==> src/rtl/assert_macros.svh <==
// Shared concurrent assertion helpers, sampled on the rising clock edge
// and disabled while the active-low reset is asserted.
`ifndef ASSERT_MACROS_SVH
`define ASSERT_MACROS_SVH

// Implication in the same cycle.
`define ASSERT_SAME(label, clk, rst_n, ante, cons, msg) \
    label: assert property (@(posedge clk) disable iff (!rst_n) (ante) |-> (cons)) \
        else $error(msg);

// Implication checked in the next cycle.
`define ASSERT_NEXT(label, clk, rst_n, ante, cons, msg) \
    label: assert property (@(posedge clk) disable iff (!rst_n) (ante) |=> (cons)) \
        else $error(msg);

`endif

==> src/rtl/sicm_pkg.sv <==
package sicm_pkg;

    // Coefficient table depth (kernel taps per output pixel at most).
    localparam int MaxTaps  = 64;
    localparam int AddrW    = (MaxTaps > 1) ? $clog2(MaxTaps) : 1;
    localparam int LimW     = $clog2(MaxTaps + 1);

    localparam int CoefIdxW = 6;
    localparam int CoefW    = 16;
    localparam int PixW     = 8;
    localparam int AccW     = 16;
    localparam int ProdW    = PixW + 1 + CoefW;

    localparam int CfgIdxW  = 2;
    localparam int CfgDataW = 16;
    localparam int TapCntW  = 7;
    localparam int ShiftW   = 4;

    typedef enum logic [CfgIdxW-1:0] {
        CFG_TAP_COUNT   = 2'd0,
        CFG_TERM_SHIFT  = 2'd1,
        CFG_FINAL_SHIFT = 2'd2,
        CFG_OUT_OFFSET  = 2'd3
    } t_cfg_idx;

    typedef enum logic {
        REQ_LOAD = 1'b0,
        REQ_TAP  = 1'b1
    } t_req_type;

endpackage

==> src/rtl/sparse_int_convolution_mac.sv <==
// Channel   | Signals                                          | Direction
// ----------+--------------------------------------------------+----------
// input     | i_in_valid / o_in_ready, req_type, coef_*, pixel | in
// output    | o_out_valid / i_out_ready, out_pixel             | out
// config    | i_cfg_we, i_cfg_idx, i_cfg_data                  | in
//
// One request per cycle while o_in_ready is high; a pixel's result passes the table read,
// multiply, accumulate and clamp registers to o_out_valid after its last tap is accepted.
// Coefficient loads write the table on their accept cycle and do not enter the pipeline.
// Synchronous active-low reset clears control, counters, accumulator and config;
// the coefficient table keeps its contents and must be loaded before use.
// A held result backs up only the stages behind it; bubbles collapse.
`include "assert_macros.svh"

module sparse_int_convolution_mac (
    input  logic                               i_clk,
    input  logic                               i_rst_n,

    input  logic                               i_in_valid,
    output logic                               o_in_ready,
    input  logic                               i_req_type,
    input  logic [sicm_pkg::CoefIdxW-1:0]      i_coef_index,
    input  logic signed [sicm_pkg::CoefW-1:0]  i_coef_value,
    input  logic [sicm_pkg::PixW-1:0]          i_pixel,

    output logic                               o_out_valid,
    input  logic                               i_out_ready,
    output logic [sicm_pkg::PixW-1:0]          o_out_pixel,

    input  logic                               i_cfg_we,
    input  logic [sicm_pkg::CfgIdxW-1:0]       i_cfg_idx,
    input  logic [sicm_pkg::CfgDataW-1:0]      i_cfg_data
);
    import sicm_pkg::*;

    // Configuration
    logic [TapCntW-1:0]       r_tap_count;
    logic [ShiftW-1:0]        r_term_shift;
    logic [ShiftW-1:0]        r_final_shift;
    logic signed [AccW-1:0]   r_out_offset;

    // Coefficient table and tap state
    logic signed [CoefW-1:0]  coef_mem [MaxTaps];
    logic [AddrW-1:0]         r_tap_ctr;
    logic signed [AccW-1:0]   r_acc;

    // Stage 1: table read data
    logic                     r_s1_valid;
    logic                     r_s1_last;
    logic [PixW-1:0]          r_s1_pixel;
    logic signed [CoefW-1:0]  r_s1_coef;

    // Stage 2: product
    logic                     r_s2_valid;
    logic                     r_s2_last;
    logic signed [ProdW-1:0]  r_s2_prod;

    // Stage 3: finished sum
    logic                     r_s3_valid;
    logic signed [AccW-1:0]   r_s3_acc;

    // Output register
    logic                     r_o_valid;
    logic [PixW-1:0]          r_o_pixel;

    logic                     in_acc;
    logic                     load_acc;
    logic                     tap_acc;
    logic [LimW-1:0]          limit;
    logic                     tap_last;
    logic                     out_free;
    logic                     s3_go;
    logic                     s3_free;
    logic                     s2_go;
    logic                     s2_free;
    logic                     s1_go;
    logic                     s1_free;
    logic signed [ProdW-1:0]  n_s2_prod;
    logic signed [ProdW-1:0]  prod_shr;
    logic signed [AccW-1:0]   term;
    logic signed [AccW:0]     sum_wide;
    logic signed [AccW-1:0]   n_acc_sat;
    logic signed [AccW-1:0]   fin_shr;
    logic signed [AccW:0]     res_wide;
    logic [PixW-1:0]          n_o_pixel;

    // Stall chain: a stage moves when the stage ahead is empty or moving.
    assign out_free = !r_o_valid || i_out_ready;
    assign s3_go    = r_s3_valid && out_free;
    assign s3_free  = !r_s3_valid || s3_go;
    assign s2_go    = r_s2_valid && s3_free;
    assign s2_free  = !r_s2_valid || s2_go;
    assign s1_go    = r_s1_valid && s2_free;
    assign s1_free  = !r_s1_valid || s1_go;

    assign o_in_ready = s1_free;
    assign in_acc     = i_in_valid && o_in_ready;
    assign load_acc   = in_acc && (i_req_type == REQ_LOAD);
    assign tap_acc    = in_acc && (i_req_type == REQ_TAP);

    // Zero acts as one, anything past the table depth as the depth.
    always_comb begin
        if (r_tap_count == '0) begin
            limit = LimW'(1);
        end else if (32'(r_tap_count) > MaxTaps) begin
            limit = LimW'(MaxTaps);
        end else begin
            limit = LimW'(r_tap_count);
        end
    end

    assign tap_last = (32'(r_tap_ctr) + 32'd1) >= 32'(limit);

    always_ff @(posedge i_clk) begin
        if (!i_rst_n) begin
            r_tap_count   <= TapCntW'(1);
            r_term_shift  <= '0;
            r_final_shift <= '0;
            r_out_offset  <= '0;
        end else if (i_cfg_we) begin
            case (t_cfg_idx'(i_cfg_idx))
                CFG_TAP_COUNT:   r_tap_count   <= i_cfg_data[TapCntW-1:0];
                CFG_TERM_SHIFT:  r_term_shift  <= i_cfg_data[ShiftW-1:0];
                CFG_FINAL_SHIFT: r_final_shift <= i_cfg_data[ShiftW-1:0];
                CFG_OUT_OFFSET:  r_out_offset  <= $signed(i_cfg_data[AccW-1:0]);
                default: ;
            endcase
        end
    end

    // Table port: a load writes, a tap reads the slot of its tap number.
    always_ff @(posedge i_clk) begin
        if (load_acc && (32'(i_coef_index) < MaxTaps)) begin
            coef_mem[AddrW'(i_coef_index)] <= i_coef_value;
        end
        if (tap_acc) begin
            r_s1_coef <= coef_mem[r_tap_ctr];
        end
    end

    always_ff @(posedge i_clk) begin
        if (!i_rst_n) begin
            r_tap_ctr <= '0;
        end else if (tap_acc) begin
            r_tap_ctr <= tap_last ? '0 : r_tap_ctr + AddrW'(1);
        end
    end

    // Stage 1 -> 2: multiply
    assign n_s2_prod = $signed({1'b0, r_s1_pixel}) * r_s1_coef;

    // Stage 2 -> 3: scale term, saturating accumulate
    assign prod_shr = r_s2_prod >>> r_term_shift;
    assign term     = prod_shr[AccW-1:0];
    assign sum_wide = {r_acc[AccW-1], r_acc} + {term[AccW-1], term};

    always_comb begin
        if (sum_wide[AccW] != sum_wide[AccW-1]) begin
            n_acc_sat = sum_wide[AccW] ? {1'b1, {(AccW-1){1'b0}}} : {1'b0, {(AccW-1){1'b1}}};
        end else begin
            n_acc_sat = sum_wide[AccW-1:0];
        end
    end

    // Stage 3 -> out: final shift, offset at full width, clamp to pixel range
    assign fin_shr  = r_s3_acc >>> r_final_shift;
    assign res_wide = {fin_shr[AccW-1], fin_shr} + {r_out_offset[AccW-1], r_out_offset};

    always_comb begin
        if (res_wide[AccW]) begin
            n_o_pixel = '0;
        end else if (res_wide > $signed((AccW+1)'(255))) begin
            n_o_pixel = '1;
        end else begin
            n_o_pixel = res_wide[PixW-1:0];
        end
    end

    always_ff @(posedge i_clk) begin
        if (!i_rst_n) begin
            r_s1_valid <= 1'b0;
            r_s2_valid <= 1'b0;
            r_s3_valid <= 1'b0;
            r_o_valid  <= 1'b0;
            r_acc      <= '0;
        end else begin
            if (s1_free) begin
                r_s1_valid <= tap_acc;
            end
            if (s2_free) begin
                r_s2_valid <= s1_go;
            end
            if (s3_free) begin
                r_s3_valid <= s2_go && r_s2_last;
            end
            if (out_free) begin
                r_o_valid <= s3_go;
            end
            if (s2_go) begin
                r_acc <= r_s2_last ? '0 : n_acc_sat;
            end
        end
    end

    always_ff @(posedge i_clk) begin
        if (tap_acc) begin
            r_s1_pixel <= i_pixel;
            r_s1_last  <= tap_last;
        end
        if (s1_go) begin
            r_s2_prod <= n_s2_prod;
            r_s2_last <= r_s1_last;
        end
        if (s2_go && r_s2_last) begin
            r_s3_acc <= n_acc_sat;
        end
        if (s3_go) begin
            r_o_pixel <= n_o_pixel;
        end
    end

    assign o_out_valid = r_o_valid;
    assign o_out_pixel = r_o_pixel;

    `ASSERT_NEXT(a_last_tap_clears_ctr, i_clk, i_rst_n, tap_acc && tap_last, r_tap_ctr == '0, "tap counter not cleared after last tap")
    `ASSERT_NEXT(a_tap_advances_ctr, i_clk, i_rst_n, tap_acc && !tap_last, r_tap_ctr == $past(r_tap_ctr) + AddrW'(1), "tap counter did not advance")
    `ASSERT_NEXT(a_load_keeps_ctr, i_clk, i_rst_n, load_acc, $stable(r_tap_ctr), "load moved the tap counter")
    `ASSERT_SAME(a_s3_stall_cause, i_clk, i_rst_n, r_s3_valid && !s3_go, r_o_valid && !i_out_ready, "finished sum held without a blocked output")
    `ASSERT_SAME(a_in_stall_cause, i_clk, i_rst_n, !o_in_ready, r_s1_valid && r_s2_valid && r_s3_valid && r_o_valid, "input stalled with a free stage")

endmodule
==> config.mk <==
export PLATFORM = sky130hd
export DESIGN_NAME = sparse_int_convolution_mac
export DESIGN_NICKNAME = d
export VERILOG_FILES = /design/src/rtl/sicm_pkg.sv /design/src/rtl/sparse_int_convolution_mac.sv
export VERILOG_INCLUDE_DIRS = /design/src /design/src/rtl
export SDC_FILE = /design/constraint.sdc
export NUM_CORES = 2
export LEC_CHECK = 0
export BUFFER_PORTS_ARGS = -buffer_cell sky130_fd_sc_hd__buf_2
export CAP_MARGIN = 20
export CORE_ASPECT_RATIO = 0.8
export CORE_UTILIZATION = 39
export CTS_CLUSTER_DIAMETER = 200
export DETAILED_ROUTE_END_ITERATION = 10
export GPL_ROUTABILITY_DRIVEN = 0
export PLACE_DENSITY_LB_ADDON = 0.12
export SLEW_MARGIN = 10
export SYNTH_ARGS = -nofsm -noshare
export SYNTH_HDL_FRONTEND = slang
export SYNTH_SLANG_ARGS = --single-unit
export TNS_END_PERCENT = 50
==> constraint.sdc <==
create_clock -name i_clk -period 5.6 [get_ports i_clk]
set_input_delay 0.28 -clock i_clk [delete_from_list [all_inputs] [get_ports i_clk]]
set_output_delay 0.28 -clock i_clk [all_outputs]
set_load 0.05 [all_outputs]
# After elaboration in Yosys (flattened, before gate mapping)

Memory sizes are Yosys's and may differ from the RTL's. A register that Yosys moved wholly into a read port is not among the register bits.
Cells that the tools add are included.

Mux-type cells: 9
Divide/modulo/power cells: 0
Reduce and logical (&&, ||, !) cells: 21
Bitwise gates (word level): 1
Multiply operators: 1
Equal/unequal tests: 4
Shifts and indexed selects: 2
$add $sub $neg: 4
Magnitude comparators: 3

Operators with widths:

| kind                                                                              | number |
|---|---|
| 16-bit two-way mux                                                                | 3 |
| 16-bit by 16-bit adder with 17-bit output                                         | 2 |
| 9-bit by 16-bit multiplier with 25-bit output                                     | 1 |
| 25-bit by 4-bit >>> shifter with 16-bit output                                    | 1 |
| 17-bit by 9-bit greater-than comparator with 1-bit output (second input constant) | 1 |
| 16-bit by 4-bit >>> shifter with 16-bit output                                    | 1 |
| 7-bit two-way mux                                                                 | 2 |
| 8-bit two-way mux                                                                 | 1 |
| 2-bit AND reduction                                                               | 4 |
| 6-bit by 1-bit adder with 7-bit output (second input constant)                    | 1 |
| 7-bit greater-or-equal comparator                                                 | 1 |
| 7-bit greater-than comparator (second input constant)                             | 1 |
| 1-bit logical AND                                                                 | 7 |
| 7-bit logical NOT                                                                 | 1 |
| 6-bit by 1-bit adder with 6-bit output (second input constant)                    | 1 |
| 6-bit two-way mux                                                                 | 1 |
| 2-bit == test (second input constant)                                             | 2 |
| 1-bit logical NOT                                                                 | 4 |
| 1-bit logical OR                                                                  | 4 |
| 2-bit by 1-bit == test with 1-bit output (second input constant)                  | 1 |
| 2-bit logical NOT                                                                 | 1 |
| 1-bit two-way mux                                                                 | 2 |
| 1-bit inequality test                                                             | 1 |
| 1-bit inverter                                                                    | 1 |

Output and inout bits: 10
Bits in registers: 116
Memories: 1
Memory bits (writable): 1,024
Bits in read-only memories: 0
Bits in latches: 0

Memory list:

| name     | depth | bits a word | read ports | clocked after Yosys merged registers in | wr ports | line                             | source |
|---|---|---|---|---|---|---|---|
| coef_mem | 64    | 16          | 1          | 1                                       | 1        | sparse_int_convolution_mac.sv:43 | `logic signed [CoefW-1:0] coef_mem [MaxTaps];` |

# Logic depth before layout (Yosys ltp)

Depth in word-level cells: 12
Mapped depth: 22
Mapped depth without buffers: 19

# Worst setup path before layout

Ideal clock, no wire load.

Kind: reg2reg
From: register r_s1_pixel[2]
To: register r_s2_prod[23], data pin
Buffers on the path: 2
Period minus slack after synthesis: 5.018 ns
Cell stages (with the launch flop): 20
Path slack: 0.582 ns
Data required time: 5.342 ns
Arrival: 4.761 ns
Cells stage by stage: edfxtp_1 clkbuf_1 clkbuf_1 nand2_1 fa_1 inv_1 fa_1 fa_1 inv_1 fa_1 inv_1 ha_1 and4_1 nand2_1 nor4_1 a2111oi_2 o211ai_1 a21o_1 a21oi_1 xnor2_1

Word-level cells in the longest chain between the ends: 1

Ends and longest elaborated chain:

| element                                       | line                              | source |
|---|---|---|
| from (decl)                                   | sparse_int_convolution_mac.sv:50  | `logic [PixW-1:0] r_s1_pixel;` |
| from (signal assigned)                        | sparse_int_convolution_mac.sv:207 | `r_s1_pixel <= i_pixel;` |
| 9-bit by 16-bit multiplier with 25-bit output | sparse_int_convolution_mac.sv:150 | `assign n_s2_prod = $signed({1'b0, r_s1_pixel}) * r_s1_coef;` |
| via n_s2_prod[23]                             | sparse_int_convolution_mac.sv:78  | `logic signed [ProdW-1:0] n_s2_prod;` |
| to (signal assigned)                          | sparse_int_convolution_mac.sv:211 | `r_s2_prod <= n_s2_prod;` |
| to (decl)                                     | sparse_int_convolution_mac.sv:56  | `logic signed [ProdW-1:0] r_s2_prod;` |

The timed path passes the listed nets, and every way through them passes these cells.
A chain may end at the register's enable or synchronous reset.

# Worst setup path in the final report

From: register r_s1_pixel[3]
To: register r_s2_prod[17], data pin

Same word-level chain as after synthesis.

==> impl_metrics.csv <==
group,metric,value,unit
status,outcome,"complete, no violations",
floorplanning,num_io_pins,64,
hold_path,hp-class,"in -> reg",
clock_network,clock-sinks,1156,
pwr,p_clk_share,37.0,%
critical_path,cp_num_buf_inv,4,
timing,final_hold_viol_count,0,
synth,synthArstFlopShare,0,%
timing,slew_headroom,23.1,%
critical_path,slowest_delay,0.74,ns
flow_run,maxCapViolations,0,
critical_path,end_kind,"register",
pwr,power.density,351,nW/um^2
place,io_buffers,63,
pwr,seqPwrFrac,47.5,%
critical_path,cp_common_cell,"fa_1",
place,dp_slack,0.398,ns
final_layout,finish.utilization,45.1,%
synth,ys_ff_latch,1156,
critical_path,reg2reg_to,"r_s2_prod[17]",
synth,synthesis.area,51600,sq um
place,dp_hpwl,79.2,mm
pwr,p_switching,5.25,mW
clock_network,root_buffer,"clkbuf_16",
synth,synth-edff-count,1099,
final_layout,fin_nets,3327,
timing,setup_tns,0,ns
final_layout,final_area,58800,sq um
timing,setup_viol,0,
clock_network,cts_tree,"yes",
timing,fmax,0.191,GHz
pwr,internal_power,15.4,mW
routing,first_pass_iters,8,
global_routing,grt_first_pass_wirelength,190,mm
floorplanning,core,130000,sq um
synth,ys_types,65,
critical_path,rrSetupSlack,0.36,ns
critical_path,crit_path_cell_trace,"nand2_1, fa_1, inv_1, fa_1, fa_1, inv_1, fa_1, inv_1, ha_1, and4_1, nand2_1, nor4_1, a2111oi_2, buf_4, o21bai_1, a21oi_1, xnor2_1",
final_layout,filler_cell_count,11100,
pwr,peakVddDrop,240,uV
floorplanning,fp.dieH,327,um
synth,synth_top_area_share,64.0,%
critical_path,worstPathArrival,5.72,ns
synth,synth-seq-area-share,66.2,%
synth,ys.flop_type,"edfxtp_1",
critical_path,cp_slowest_cell,"edfxtp_1",
global_routing,grt_overflow,0,
global_routing,antenna_found_initial,11,
final_layout,final_layout_size_suffix_gt1_share,24.4,%
routing,detail_route.iter0.violations,2463,
synth,syn_nets,3134,
clock_network,clockBufferDepth,3,
clock_network,ctsResizeCount,0,
timing,grt_setup_unrepaired,"false",
timing,worst_slew_pin_slew,1.15,ns
final_layout,instances_no_fill,4920,
timing,fin_worst_skew,0.0262,ns
pwr,leakage,19.4,nW
critical_path,rr_startpoint,"r_s1_pixel[3]",
routing,drt-total-wl,128,mm
clock_network,clk-insertion-delay-late,0.72,ns
critical_path,path_class,"reg -> reg",
timing,layout_setup_ws,0.360,ns
routing,drtAntennaViolNets,0,
pwr,switching_share,25.4,%
clock_network,cts.htree.levels,3,
pwr,pwr-share-comb,15.4,%
place,placed_cells,4659,
floorplanning,fp.dieW,409,um
synth,ys_top_cells_by_area,"edfxtp_1 (64%), mux4_2 (16%), fa_1 (4.0%)",
timing,slew_violations,0,
global_routing,grt_pass1_vias,27800,
critical_path,startpoint_type,"register",
hold_path,hold_end,"coef_mem[10][5]",
global_routing,grt_max_degree,70,
routing,vias_per_cell,5.43,
timing,finalCriticalPeriod,5.24,ns
critical_path,crit_required,6.08,ns
global_routing,grtUsageTotal,19.4,%
synth,yosys.area.top_type,"edfxtp_1",
routing,wl_per_cell,26.0,um
critical_path,cp_top_family,"adder cells",
hold_path,worstHoldPathCells,1,
synth,postSynthAreaPerCell,17.9,sq um
synth,syn_inst,2886,
clock_network,cts-buffers-inserted,115,
floorplanning,rows,118,
place,postPlaceCellArea,54500,sq um
routing,post-route-drc-count,0,
critical_path,reg2regPathDepth,17,
timing,finalCritPeriodShare,93.6,%
critical_path,crit_path_max_fanout,16,
synth,yosysWarningCount,0,
clock_network,clk_pin_slew,0.06,ns
hold_path,min_from,"i_coef_value[5]",
floorplanning,initial_core_util,39.6,%
final_layout,syn_to_final_growth,14.0,%
routing,vias,26700,
floorplanning,dieArea,134000,sq um
==> power groups by stage <==
| stage | registers [mW] | logic [mW] | clock network [mW] |
|---|---|---|---|
| detailed placement | 10.0 | 3.15 | 0 |
| floorplan | 9.93 | 2.28 | 0 |
| global route | 9.82 | 3.56 | 8.13 |
| finish | 9.81 | 3.19 | 7.64 |
| CTS | 9.81 | 3.18 | 7.83 |
| global placement | 10.0 | 3.08 | 0 |
==> cells in the mapped netlist, types with 3 or more instances <==
cell type	number
a211oi_1	14
a21o_1	23
a21oi_1	92
a22o_1	3
a31oi_1	6
and2_1	64
and3_1	7
buf_1	22
buf_2	17
buf_4	13
clkbuf_1	81
dfxtp_1	57
edfxtp_1	1099
fa_1	104
ha_1	90
inv_1	181
inv_2	4
maj3_1	5
mux2_1	3
mux2_2	9
mux2i_1	51
mux4_2	358
nand2_1	180
nand2b_1	8
nand3_1	24
nand3b_1	6
nand4_1	3
nor2_1	153
nor2b_1	19
nor3_1	16
nor3b_1	3
nor4_1	3
o211ai_1	5
o21a_1	18
o21ai_0	14
o21ai_1	38
o21bai_1	11
or3_1	4
xnor2_1	31
xor2_1	12
==> state kept, by name, summed over array words and instances, names as in the netlist, 4 cells and up <==
| name | count |
|---|---|
| r_s1_pixel | 8 |
| r_out_offset | 16 |
| r_s2_prod | 25 |
| r_acc | 16 |
| r_tap_count | 7 |
| r_s3_acc | 16 |
| o_out_pixel | 8 |
| r_tap_ctr | 6 |
| r_s1_coef | 16 |
| r_term_shift | 4 |
| r_final_shift | 4 |
| coef_mem | 1024 |
==> cells in the final DEF (no fill, tap or decap), types with 12 or more instances in the layout <==
master	Yosys	routed
nand2_1	180	180
clkinv_2	0	27
nand3_1	24	24
clkbuf_16	0	118
clkinv_1	0	28
buf_12	0	21
nor2_1	153	105
fa_1	104	104
o21ai_1	38	38
nor3_1	16	16
clkbuf_1	81	22
o21ai_0	14	14
mux4_2	358	358
buf_4	13	97
xnor2_1	31	31
inv_1	181	181
nor2_2	0	48
a21oi_1	92	92
ha_1	90	90
edfxtp_1	1099	1099
buf_2	17	61
dlygate4sd3_1	0	32
nor2b_1	19	18
o21a_1	18	18
mux2i_1	51	51
xor2_1	12	12
and2_1	64	64
dfxtp_1	57	53
a211oi_1	14	14
a21o_1	23	23
==> worst max-delay path by stage <==
stage,slack [ns],end,from,depth (start not counted)
floorplan,0.58,r_s2_prod[23],r_s1_pixel[2],19
global placement,0.52,r_s2_prod[23],r_s1_pixel[3],17
detailed placement,0.40,r_s2_prod[23],r_s1_pixel[3],17
CTS,0.39,r_s2_prod[24],r_s1_pixel[3],17
global route,0.08,r_s2_prod[24],r_s1_pixel[3],17
finish,0.36,r_s2_prod[17],r_s1_pixel[3],17
==> metrics by stage <==
| step | power, mW | hold slack [ns] |
|---|---|---|
| 6_report | 20.6 | 0.0245 |
| 5_1_grt | 21.5 | 0.00175 |
| 4_1_cts | 20.8 | 0.0426 |
| 3_5_place_dp | 13.1 | 0.409 |
| 3_3_place_gp | 13.1 | 0.413 |
| 2_1_floorplan | 12.2 | 0.379 |
==> logic make-up (layout without fill, tap and decap cells) <==
kind of cell | Yosys count | in the layout | share of synthesized area (%)
flops | 1156 | 1156 | 66.2
simple gates | 499 | 499 | 4.40
mux | 421 | 421 | 16.9
buf+inv | 320 | 612 | 2.49
compound gates | 248 | 248 | 2.98
fa+ha+maj | 199 | 199 | 6.32
xor+xnor | 43 | 43 | 0.730
other cells | 0 | 2 | 0
==> layout make-up <==
| cell class | count | area [sq um] | share of cell area, % |
|---|---|---|---|
| inverters | 185 | 694 | 1.18 |
| multi-input cells | 1410 | 16300 | 27.7 |
| well taps | 1740 | 2180 | 3.70 |
| diodes | 2 | 5.00 | 0.00851 |
| clock buffers | 140 | 3040 | 5.16 |
| clock inverters | 76 | 676 | 1.15 |
| repair buffers | 211 | 1770 | 3.02 |
| flip-flops and latches | 1156 | 34200 | 58.1 |
==> routing by layer <==
metal | up-vias | track usage (%) | routed length [um]
met1 | 14200 | 29.0 | 59900
met4 | 2 | 4.13 | 2240
met3 | 163 | 2.88 | 6580
li1 | 11700 | - | -
met5 | - | 0 | 13
met2 | 699 | 30.3 | 59300
==> repair_timing <==
action                                  CTS  global route
hold endpoints to repair                 46            67
hold buffers                             27             5
endpoints found under the setup margin    0             0
buffers inserted                          0             0
(Power assumes the default switching activity.)
